**config.mk**
```make
export PLATFORM = sky130hd
export DESIGN_NAME = square_wave_ramp_dac_sequencer
export DESIGN_NICKNAME = d
export VERILOG_FILES = /design/src/rtl/swrdac_pkg.sv /design/src/rtl/swrdac_csr.sv /design/src/rtl/swrdac_step.sv /design/src/rtl/square_wave_ramp_dac_sequencer.sv
export VERILOG_INCLUDE_DIRS = /design/src /design/src/rtl
export SDC_FILE = /design/constraint.sdc
export NUM_CORES = 1
export LEC_CHECK = 0
export ABC_AREA = 1
export BUFFER_PORTS_ARGS = -buffer_cell sky130_fd_sc_hd__buf_2
export CORE_UTILIZATION = 35
export DETAILED_ROUTE_END_ITERATION = 12
export SETUP_SLACK_MARGIN = 0.5
export SYNTH_ARGS = -nofsm -noshare
export SYNTH_HDL_FRONTEND = slang
export SYNTH_SLANG_ARGS = --single-unit
```
**constraint.sdc**
```tcl
create_clock -name clock -period 8.55 [get_ports clock]
set_clock_uncertainty 0.2 [all_clocks]
set_input_delay 1.71 -clock clock [delete_from_list [all_inputs] [get_ports clock]]
set_output_delay 1.71 -clock clock [all_outputs]
set_load 0.01 [all_outputs]
```
**src/rtl/square_wave_ramp_dac_sequencer_defines.svh**
```systemverilog
// assertion macros shared by the square-wave ramp dac sequencer rtl
// no dependencies; define ASSERT_OFF to compile the checks out
`ifndef SQUARE_WAVE_RAMP_DAC_SEQUENCER_DEFINES_SVH
`define SQUARE_WAVE_RAMP_DAC_SEQUENCER_DEFINES_SVH

`ifndef ASSERT_OFF
`define SWR_ASSERT(lbl, clk, rst, prop, msg) \
   lbl: assert property (@(posedge clk) disable iff (rst) prop) else $error(msg);
`define SWR_ASSERT_ALWAYS(lbl, clk, prop, msg) \
   lbl: assert property (@(posedge clk) prop) else $error(msg);
`else
`define SWR_ASSERT(lbl, clk, rst, prop, msg)
`define SWR_ASSERT_ALWAYS(lbl, clk, prop, msg)
`endif

`endif

```
**src/rtl/swrdac_pkg.sv**
```systemverilog
// types and constants for the square-wave ramp dac sequencer
// no dependencies; imported by every module of the block
`timescale 1ns / 1ps

package swrdac_pkg;

   localparam int FRAC_BITS    = 8;
   localparam int STEP_WIDTH   = 16;
   localparam int COARSE_W     = 6;
   localparam int FINE_W       = 12;
   localparam int DAC_W        = COARSE_W + FINE_W;
   localparam int CFG_W        = 21;
   localparam int RAMP_W       = 32;
   localparam int TOTAL_W      = RAMP_W + 2;
   localparam int COARSE_SHIFT = 6;      // coarse step is 64 fine codes
   localparam int FINE_MAX     = 4095;
   localparam int CSR_IDX_W    = 3;

   localparam logic [CSR_IDX_W-1:0] CSR_START_COARSE = 3'd0;
   localparam logic [CSR_IDX_W-1:0] CSR_PEAK_COARSE  = 3'd1;
   localparam logic [CSR_IDX_W-1:0] CSR_STEP_COUNT   = 3'd2;
   localparam logic [CSR_IDX_W-1:0] CSR_CODE_STEP    = 3'd3;
   localparam logic [CSR_IDX_W-1:0] CSR_CODE_RAMP    = 3'd4;
   localparam logic [CSR_IDX_W-1:0] CSR_RAMP_START   = 3'd5;

   typedef enum logic [1:0] {
      PH_START   = 2'd0,
      PH_FORWARD = 2'd1,
      PH_RETURN  = 2'd2,
      PH_STOP    = 2'd3
   } phase_type;

   typedef struct packed {
      logic [COARSE_W-1:0]     start_coarse;
      logic [COARSE_W-1:0]     peak_coarse;
      logic [STEP_WIDTH-1:0]   step_count;
      logic signed [CFG_W-1:0] code_per_step;
      logic signed [CFG_W-1:0] code_per_ramp;
      logic signed [CFG_W-1:0] ramp_start;
   } cfg_type;

   typedef struct packed {
      logic [DAC_W-1:0]    dac_word;
      logic [FINE_W-1:0]   fine_code;
      logic [COARSE_W-1:0] coarse_code;
      logic                sweep_done;
   } rsp_type;

endpackage

```
**src/rtl/swrdac_csr.sv**
```systemverilog
// configuration registers of the square-wave ramp dac sequencer
// depends on swrdac_pkg
`timescale 1ns / 1ps

module swrdac_csr
   import swrdac_pkg::*;
(
   input  logic                 clock,
   input  logic                 reset,
   input  logic                 csr_write_enable,
   input  logic [CSR_IDX_W-1:0] csr_index,
   input  logic [CFG_W-1:0]     csr_write_data,
   output cfg_type              cfg
);

   cfg_type cfg_ff;
   cfg_type cfg_in;

   always_comb begin
      cfg_in = cfg_ff;
      if (csr_write_enable) begin
         case (csr_index)
            CSR_START_COARSE: cfg_in.start_coarse  = csr_write_data[COARSE_W-1:0];
            CSR_PEAK_COARSE:  cfg_in.peak_coarse   = csr_write_data[COARSE_W-1:0];
            CSR_STEP_COUNT:   cfg_in.step_count    = csr_write_data[STEP_WIDTH-1:0];
            CSR_CODE_STEP:    cfg_in.code_per_step = $signed(csr_write_data);
            CSR_CODE_RAMP:    cfg_in.code_per_ramp = $signed(csr_write_data);
            CSR_RAMP_START:   cfg_in.ramp_start    = $signed(csr_write_data);
            default:          cfg_in = cfg_ff;  // unmapped index is ignored
         endcase
      end
   end

   always_ff @(posedge clock) begin
      if (reset) begin
         cfg_ff <= '0;
      end else begin
         cfg_ff <= cfg_in;
      end
   end

   assign cfg = cfg_ff;

endmodule

```
**src/rtl/swrdac_step.sv**
```systemverilog
// sweep state and per-tick ramp / dac word computation
// depends on swrdac_pkg and the assertion macro header
`timescale 1ns / 1ps
`include "square_wave_ramp_dac_sequencer_defines.svh"

module swrdac_step
   import swrdac_pkg::*;
(
   input  logic    clock,
   input  logic    reset,
   input  cfg_type cfg,
   input  logic    step_en,
   input  logic    restart,
   output rsp_type result
);

   localparam logic [STEP_WIDTH-1:0] POS_MAX = '1;
   localparam logic signed [TOTAL_W-1:0] RAMP_HI =
      $signed({{(TOTAL_W-RAMP_W+1){1'b0}}, {(RAMP_W-1){1'b1}}});
   localparam logic signed [TOTAL_W-1:0] RAMP_LO =
      $signed({{(TOTAL_W-RAMP_W+1){1'b1}}, {(RAMP_W-1){1'b0}}});

   phase_type                phase_ff,  phase_in;
   logic [STEP_WIDTH-1:0]    pos_ff,    pos_in;
   logic                     wave_ff,   wave_in;
   logic signed [RAMP_W-1:0] ramp_ff,   ramp_in;
   logic [COARSE_W-1:0]      coarse_ff, coarse_in;

   phase_type                phase_cur;
   logic [STEP_WIDTH-1:0]    pos_cur;
   logic                     wave_cur;
   logic signed [RAMP_W-1:0] ramp_cur;

   logic signed [TOTAL_W-1:0] ramp_wide;
   logic signed [TOTAL_W-1:0] step_wide;
   logic signed [TOTAL_W-1:0] inc_wide;
   logic signed [CFG_W:0]     half_sum;
   logic signed [CFG_W:0]     half_step;
   logic signed [TOTAL_W-1:0] ramp_sum;
   logic signed [TOTAL_W-1:0] ramp_next_wide;
   logic [TOTAL_W-1:0]        coarse_term;
   logic signed [TOTAL_W-1:0] total;
   logic [TOTAL_W-1:0]        total_int;
   logic [FINE_W-1:0]         fine;

   // restart reloads the sweep before the tick is applied
   always_comb begin
      phase_cur = restart ? PH_START : phase_ff;
      pos_cur   = restart ? '0 : pos_ff;
      wave_cur  = restart ? 1'b0 : wave_ff;
      ramp_cur  = restart ? $signed({{(RAMP_W-CFG_W){cfg.ramp_start[CFG_W-1]}},
                                     cfg.ramp_start})
                          : ramp_ff;
   end

   always_comb begin
      phase_in  = phase_cur;
      coarse_in = coarse_ff;
      case (phase_cur)
         PH_START: begin
            coarse_in = cfg.start_coarse;
            phase_in  = PH_FORWARD;
         end
         PH_FORWARD: begin
            if (pos_cur >= (cfg.step_count >> 1)) begin
               coarse_in = cfg.peak_coarse;
               phase_in  = PH_RETURN;
            end
         end
         PH_RETURN: begin
            if (pos_cur >= cfg.step_count) begin
               phase_in = PH_STOP;
            end
         end
         default: phase_in = PH_STOP;
      endcase
   end

   // square wave on the staircase, saturated to 32 bits
   always_comb begin
      ramp_wide = $signed({{(TOTAL_W-RAMP_W){ramp_cur[RAMP_W-1]}}, ramp_cur});
      step_wide = $signed({{(TOTAL_W-CFG_W){cfg.code_per_step[CFG_W-1]}},
                           cfg.code_per_step});
      inc_wide  = $signed({{(TOTAL_W-CFG_W){cfg.code_per_ramp[CFG_W-1]}},
                           cfg.code_per_ramp});
      // halve rounding toward zero
      half_sum  = $signed({cfg.code_per_step[CFG_W-1], cfg.code_per_step})
                + $signed({{CFG_W{1'b0}}, cfg.code_per_step[CFG_W-1]});
      half_step = half_sum >>> 1;
      if (wave_cur) begin
         ramp_sum = ramp_wide - (step_wide - inc_wide);
      end else if (pos_cur == STEP_WIDTH'(1)) begin
         ramp_sum = ramp_wide
                  + $signed({{(TOTAL_W-CFG_W-1){half_step[CFG_W]}}, half_step});
      end else begin
         ramp_sum = ramp_wide + step_wide;
      end
      if (ramp_sum > RAMP_HI) begin
         ramp_next_wide = RAMP_HI;
      end else if (ramp_sum < RAMP_LO) begin
         ramp_next_wide = RAMP_LO;
      end else begin
         ramp_next_wide = ramp_sum;
      end
      ramp_in = ramp_next_wide[RAMP_W-1:0];
      wave_in = ~wave_cur;
      pos_in  = (pos_cur == POS_MAX) ? pos_cur : pos_cur + STEP_WIDTH'(1);
   end

   // compose coarse and fine codes
   always_comb begin
      coarse_term = TOTAL_W'(coarse_in) << (COARSE_SHIFT + FRAC_BITS);
      total       = $signed(coarse_term) + ramp_next_wide;
      total_int   = total >> FRAC_BITS;
      if (total[TOTAL_W-1]) begin
         fine = '0;
      end else if (total_int > TOTAL_W'(FINE_MAX)) begin
         fine = FINE_W'(FINE_MAX);
      end else begin
         fine = total_int[FINE_W-1:0];
      end
      result.dac_word    = {coarse_in, fine};
      result.fine_code   = fine;
      result.coarse_code = coarse_in;
      result.sweep_done  = (phase_in == PH_STOP);
   end

   always_ff @(posedge clock) begin
      if (reset) begin
         phase_ff  <= PH_START;
         pos_ff    <= '0;
         wave_ff   <= 1'b0;
         ramp_ff   <= '0;
         coarse_ff <= '0;
      end else if (step_en) begin
         phase_ff  <= phase_in;
         pos_ff    <= pos_in;
         wave_ff   <= wave_in;
         ramp_ff   <= ramp_in;
         coarse_ff <= coarse_in;
      end
   end

   `SWR_ASSERT(a_stop_holds, clock, reset, (step_en && !restart && phase_ff == PH_STOP) |=> (phase_ff == PH_STOP), "stop phase left without restart")
   `SWR_ASSERT(a_pos_monotonic, clock, reset, (step_en && !restart) |=> (pos_ff >= $past(pos_ff)), "step position went backward")
   `SWR_ASSERT(a_wave_toggles, clock, reset, step_en |=> (wave_ff != $past(wave_cur)), "square wave did not toggle on a tick")

endmodule

```
**src/rtl/square_wave_ramp_dac_sequencer.sv**
```systemverilog
// Square-wave ramp DAC sequencer: each accepted transaction is one DAC update tick and
// returns one composed coarse/fine DAC word. One transaction is accepted every clock
// cycle while req_stall is low; a result passes through the input register, then the
// state update and word composition into the result register. Back-pressure on rsp
// reaches req_stall only once both registers hold a transaction.
// depends on swrdac_pkg, swrdac_csr, swrdac_step and the assertion macro header
`timescale 1ns / 1ps
`include "square_wave_ramp_dac_sequencer_defines.svh"

module square_wave_ramp_dac_sequencer
   import swrdac_pkg::*;
(
   input  logic                 clock,
   input  logic                 reset,
   input  logic                 csr_write_enable,
   input  logic [CSR_IDX_W-1:0] csr_index,
   input  logic [CFG_W-1:0]     csr_write_data,
   input  logic                 req_valid,
   output logic                 req_stall,
   input  logic                 req_restart,
   output logic                 rsp_valid,
   input  logic                 rsp_stall,
   output logic [DAC_W-1:0]     rsp_dac_word,
   output logic [FINE_W-1:0]    rsp_fine_code,
   output logic [COARSE_W-1:0]  rsp_coarse_code,
   output logic                 rsp_sweep_done
);

   cfg_type cfg;
   rsp_type result;

   logic    in_valid_ff,   in_valid_in;
   logic    in_restart_ff;
   logic    rsp_valid_ff,  rsp_valid_in;
   rsp_type rsp_data_ff;
   logic    out_free;
   logic    move;
   logic    req_take;

   swrdac_csr u_csr (
      .clock            (clock),
      .reset            (reset),
      .csr_write_enable (csr_write_enable),
      .csr_index        (csr_index),
      .csr_write_data   (csr_write_data),
      .cfg              (cfg)
   );

   swrdac_step u_step (
      .clock   (clock),
      .reset   (reset),
      .cfg     (cfg),
      .step_en (move),
      .restart (in_restart_ff),
      .result  (result)
   );

   always_comb begin
      out_free     = ~rsp_valid_ff | ~rsp_stall;
      move         = in_valid_ff & out_free;
      req_stall    = in_valid_ff & ~out_free;
      req_take     = req_valid & ~req_stall;
      in_valid_in  = req_take | (in_valid_ff & ~move);
      rsp_valid_in = move | (rsp_valid_ff & rsp_stall);
   end

   always_ff @(posedge clock) begin
      if (reset) begin
         in_valid_ff  <= 1'b0;
         rsp_valid_ff <= 1'b0;
      end else begin
         in_valid_ff  <= in_valid_in;
         rsp_valid_ff <= rsp_valid_in;
      end
   end

   always_ff @(posedge clock) begin
      if (req_take) begin
         in_restart_ff <= req_restart;
      end
      if (move) begin
         rsp_data_ff <= result;
      end
   end

   assign rsp_valid       = rsp_valid_ff;
   assign rsp_dac_word    = rsp_data_ff.dac_word;
   assign rsp_fine_code   = rsp_data_ff.fine_code;
   assign rsp_coarse_code = rsp_data_ff.coarse_code;
   assign rsp_sweep_done  = rsp_data_ff.sweep_done;

   `SWR_ASSERT(a_move_fills_rsp, clock, reset, move |=> rsp_valid_ff, "tick computed but no result held")
   `SWR_ASSERT(a_stall_only_full, clock, reset, req_stall |-> (in_valid_ff && rsp_valid_ff && rsp_stall), "input stalled with room downstream")
   `SWR_ASSERT(a_rsp_held, clock, reset, (rsp_valid_ff && rsp_stall) |=> (rsp_valid_ff && $stable(rsp_data_ff)), "stalled result changed")

endmodule

```
==> summary.txt <==
status: completed
sequential-to-total area share from yosys stat: 24.1%
Crit Path Category: reg -> reg
Detailed Routing Iterations Pass 1: 7
Worst Max-Slew Pin Slew: 1.01 ns
Pins Over Slew Limit: 0
initial cell density of the core: 35.6%
ant diodes: 0
Fin Setup TNS: 0 ns
clk slew on worst S/H paths: 0.07 ns
P_int: 1.60 mW
CP Max Fanout: 24
post-cts resize count: 0
total die area: 43,600 um2
Via-to-Cell Ratio: 5.13
most numerous cell on the critical path: nand2_1
RSZ-0062 raised after global routing: false
Hold Crit Class: reg -> reg
fin worst setup slack: 1.13 ns
switching pwr: 1.12 mW
GRT Residual Overflow: 0
global-route wire length before repair: 78,100 um
Area growth syn-to-layout: 8.79%
Die X: 209 um
cell taking the most area after synthesis: dfxtp_1
Placement Rows: 75
Slew HR: 32.7%
CTS Buffer Depth: 2
Yosys reg bits: 170
Clk pwr share: 28.9%
vias in the first global route: 14.4k
layout cells sized above 1: 8.62%
Worst EP arrival: 7.43 ns
Sequential Power Share: 32.1%
most frequent cells in the layout: 469 x nand2_1, 430 x inv_1, 255 x nor2_1, 203 x o21ai_0, 202 x a21oi_1
clock sink total: 170
antenna violations before repair: 1
VDD IR max: 0.000152 V
Cell Pwr Density: 167 nW/um2
DRT iter0 DRCs: 1,256
commonest non-fill, non-tap cell in the layout: nand2_1
max-capacitance violation count: 0
number of distinct library cells after synthesis: 52
GPL Wtd Cong: 0.940
Mapped Area: 15,000 um2
crit path time final: 7.42 ns
Nets: 2,548
Syn. warnings: 0
dominant cells by area after synthesis: dfxtp_1 20%, nand2_1 12%, inv_1 11%
tightest hold margin: 0.272 ns
Routed wire per std cell: 16.8 um
DP HPWL: 39,500 um
CP Launch Type: flip-flop
Die Height: 209 um
Tcrit/Tclk final: 86.8%
LEAKAGE: 8.17 nW
postcts setup bufs: 0
htree depth: 4
largest net degree at the start of global routing: 111
Post-synth EDFFs: 20
CP max stage delay: 0.54 ns
Routed Antenna Nets: 0
final setup fails: 0
syn_area_per_cell: 6.35 um2
TritonCTS clock tree: done
hold-fix buffers at CTS: 0
IO buf count: 68
Crit. End Element: flip-flop
vias: 15.0k
CP max stage cell: edfxtp_1
sw frac: 41.1%
syn nets: 2,530
I/O Pins: 69
final hold vios: 0
worst path required time: 8.56 ns
core area: 42,000 um2
cts bufs inserted: 17
Async S/R FF share, synth: 0%
DRC: 0
Synth Instances: 2,359
post-synth top area share: 20.0%
pre-CTS setup slack: 0.834 ns
Total GRT Usage: 22.9%
fmax: 135 MHz
power share of the combinational group: 39.0%
Top FF cell, synth: dfxtp_1
Root Buffer: clkbuf_16
Clock Latency Late Sink: 0.45 ns
wirelength, routed: 49,300 um
power groups by stage:
stage	Clock, mW	Combinational [mW]	Sequential (mW)
floorplan	0	0.753	0.888
global placement	0	1.03	0.891
detailed placement	0	1.04	0.891
CTS	0.806	1.05	0.873
global route	0.833	1.19	0.877
finish	0.789	1.06	0.873
cells by family (layout without fill, tap and decap cells):
logic type                 Yosys count  after routing  synth area share [%]
and+or+nand+nor                   1002           1002                  29.1
buffers and inverters              524            555                  13.8
xor gates and xnor gates            25             25                  1.46
adders and majority gates          141            141                  13.5
DFF                                170            170                  24.1
muxes                                1              1                0.0668
AOI/OAI and AO/OA                  496            496                  18.1
cells in the mapped netlist, types with 10 or more instances:
library cell	instances
a21oi_1	202
buf_4	21
clkbuf_1	53
dfxtp_1	150
edfxtp_1	20
fa_1	34
ha_1	107
inv_1	432
nand2_1	470
nand2_2	31
nand3_1	104
nand4_1	34
nor2_1	256
nor3_1	40
nor4_1	10
o211ai_1	20
o21ai_0	203
o21bai_1	18
or2_2	25
xor2_1	16
stage by stage:
step           total power, mW  cell area [um2]  std cells  utilization [%]
3_5_place_dp              1.93            15700       2896             37.3
3_3_place_gp              1.93            15700       2896             37.3
6_report                  2.72            16300       2929             38.8
2_1_floorplan             1.64            15000       2359                -
5_1_grt                   2.90            16300       2929             38.8
4_1_cts                   2.73            16300       2928             38.7
worst paths after layout:
| path | slack, ns | from | to | cells after the start |
|---|---|---|---|---|
| worst max-delay path | 1.13 | in_restart_ff | rsp_dac_word[0] | 39 |
| worst min-delay path | 0.27 | u_step.pos_ff[6] | u_step.pos_ff[6] | 2 |
| worst max register to register | 1.13 | in_restart_ff | rsp_dac_word[0] | 39 |
| worst min register to register | 0.27 | u_step.pos_ff[6] | u_step.pos_ff[6] | 2 |
layout make-up:
class,count,area (um2)
Clock buffer,19,454
Clock inverter,13,125
Fill cell,4537,25700
Inverter,441,1660
Multi-Input combinational cell,1665,9340
Sequential cell,170,3600
Tap cell,539,674
Timing Repair Buffer,81,438
Timing Repair inverter,1,5.00
state kept, by name, indices dropped and copies added, names as in the netlist:
signal,cells
u_step.coarse_ff,6
in_restart_ff,1
u_step.phase_ff,2
u_csr.cfg,91
u_step.wave_ff,1
rsp_sweep_done,1
u_step.pos_ff,16
rsp_dac_word,18
rsp_valid,1
u_step.ramp_ff,32
in_valid_ff,1
routing by layer:
metal | share of wire, % | GRT usage [%]
met2 | 46 | 38.1
met4 | 2.3 | 7.15
met3 | 5.6 | 2.33
met5 | 0.026 | 0
met1 | 47 | 30.9
critical path: cells and delay by family (launching register included):
family                     cells  cell delay [ns]
AOI/OAI and AO/OA              5             0.81
adders and majority gates      2             0.75
buffers and inverters          6             0.84
DFF                            1             0.54
and+or+nand+nor               26             4.01
No activity file was read; power rests on OpenSTA's default activity.
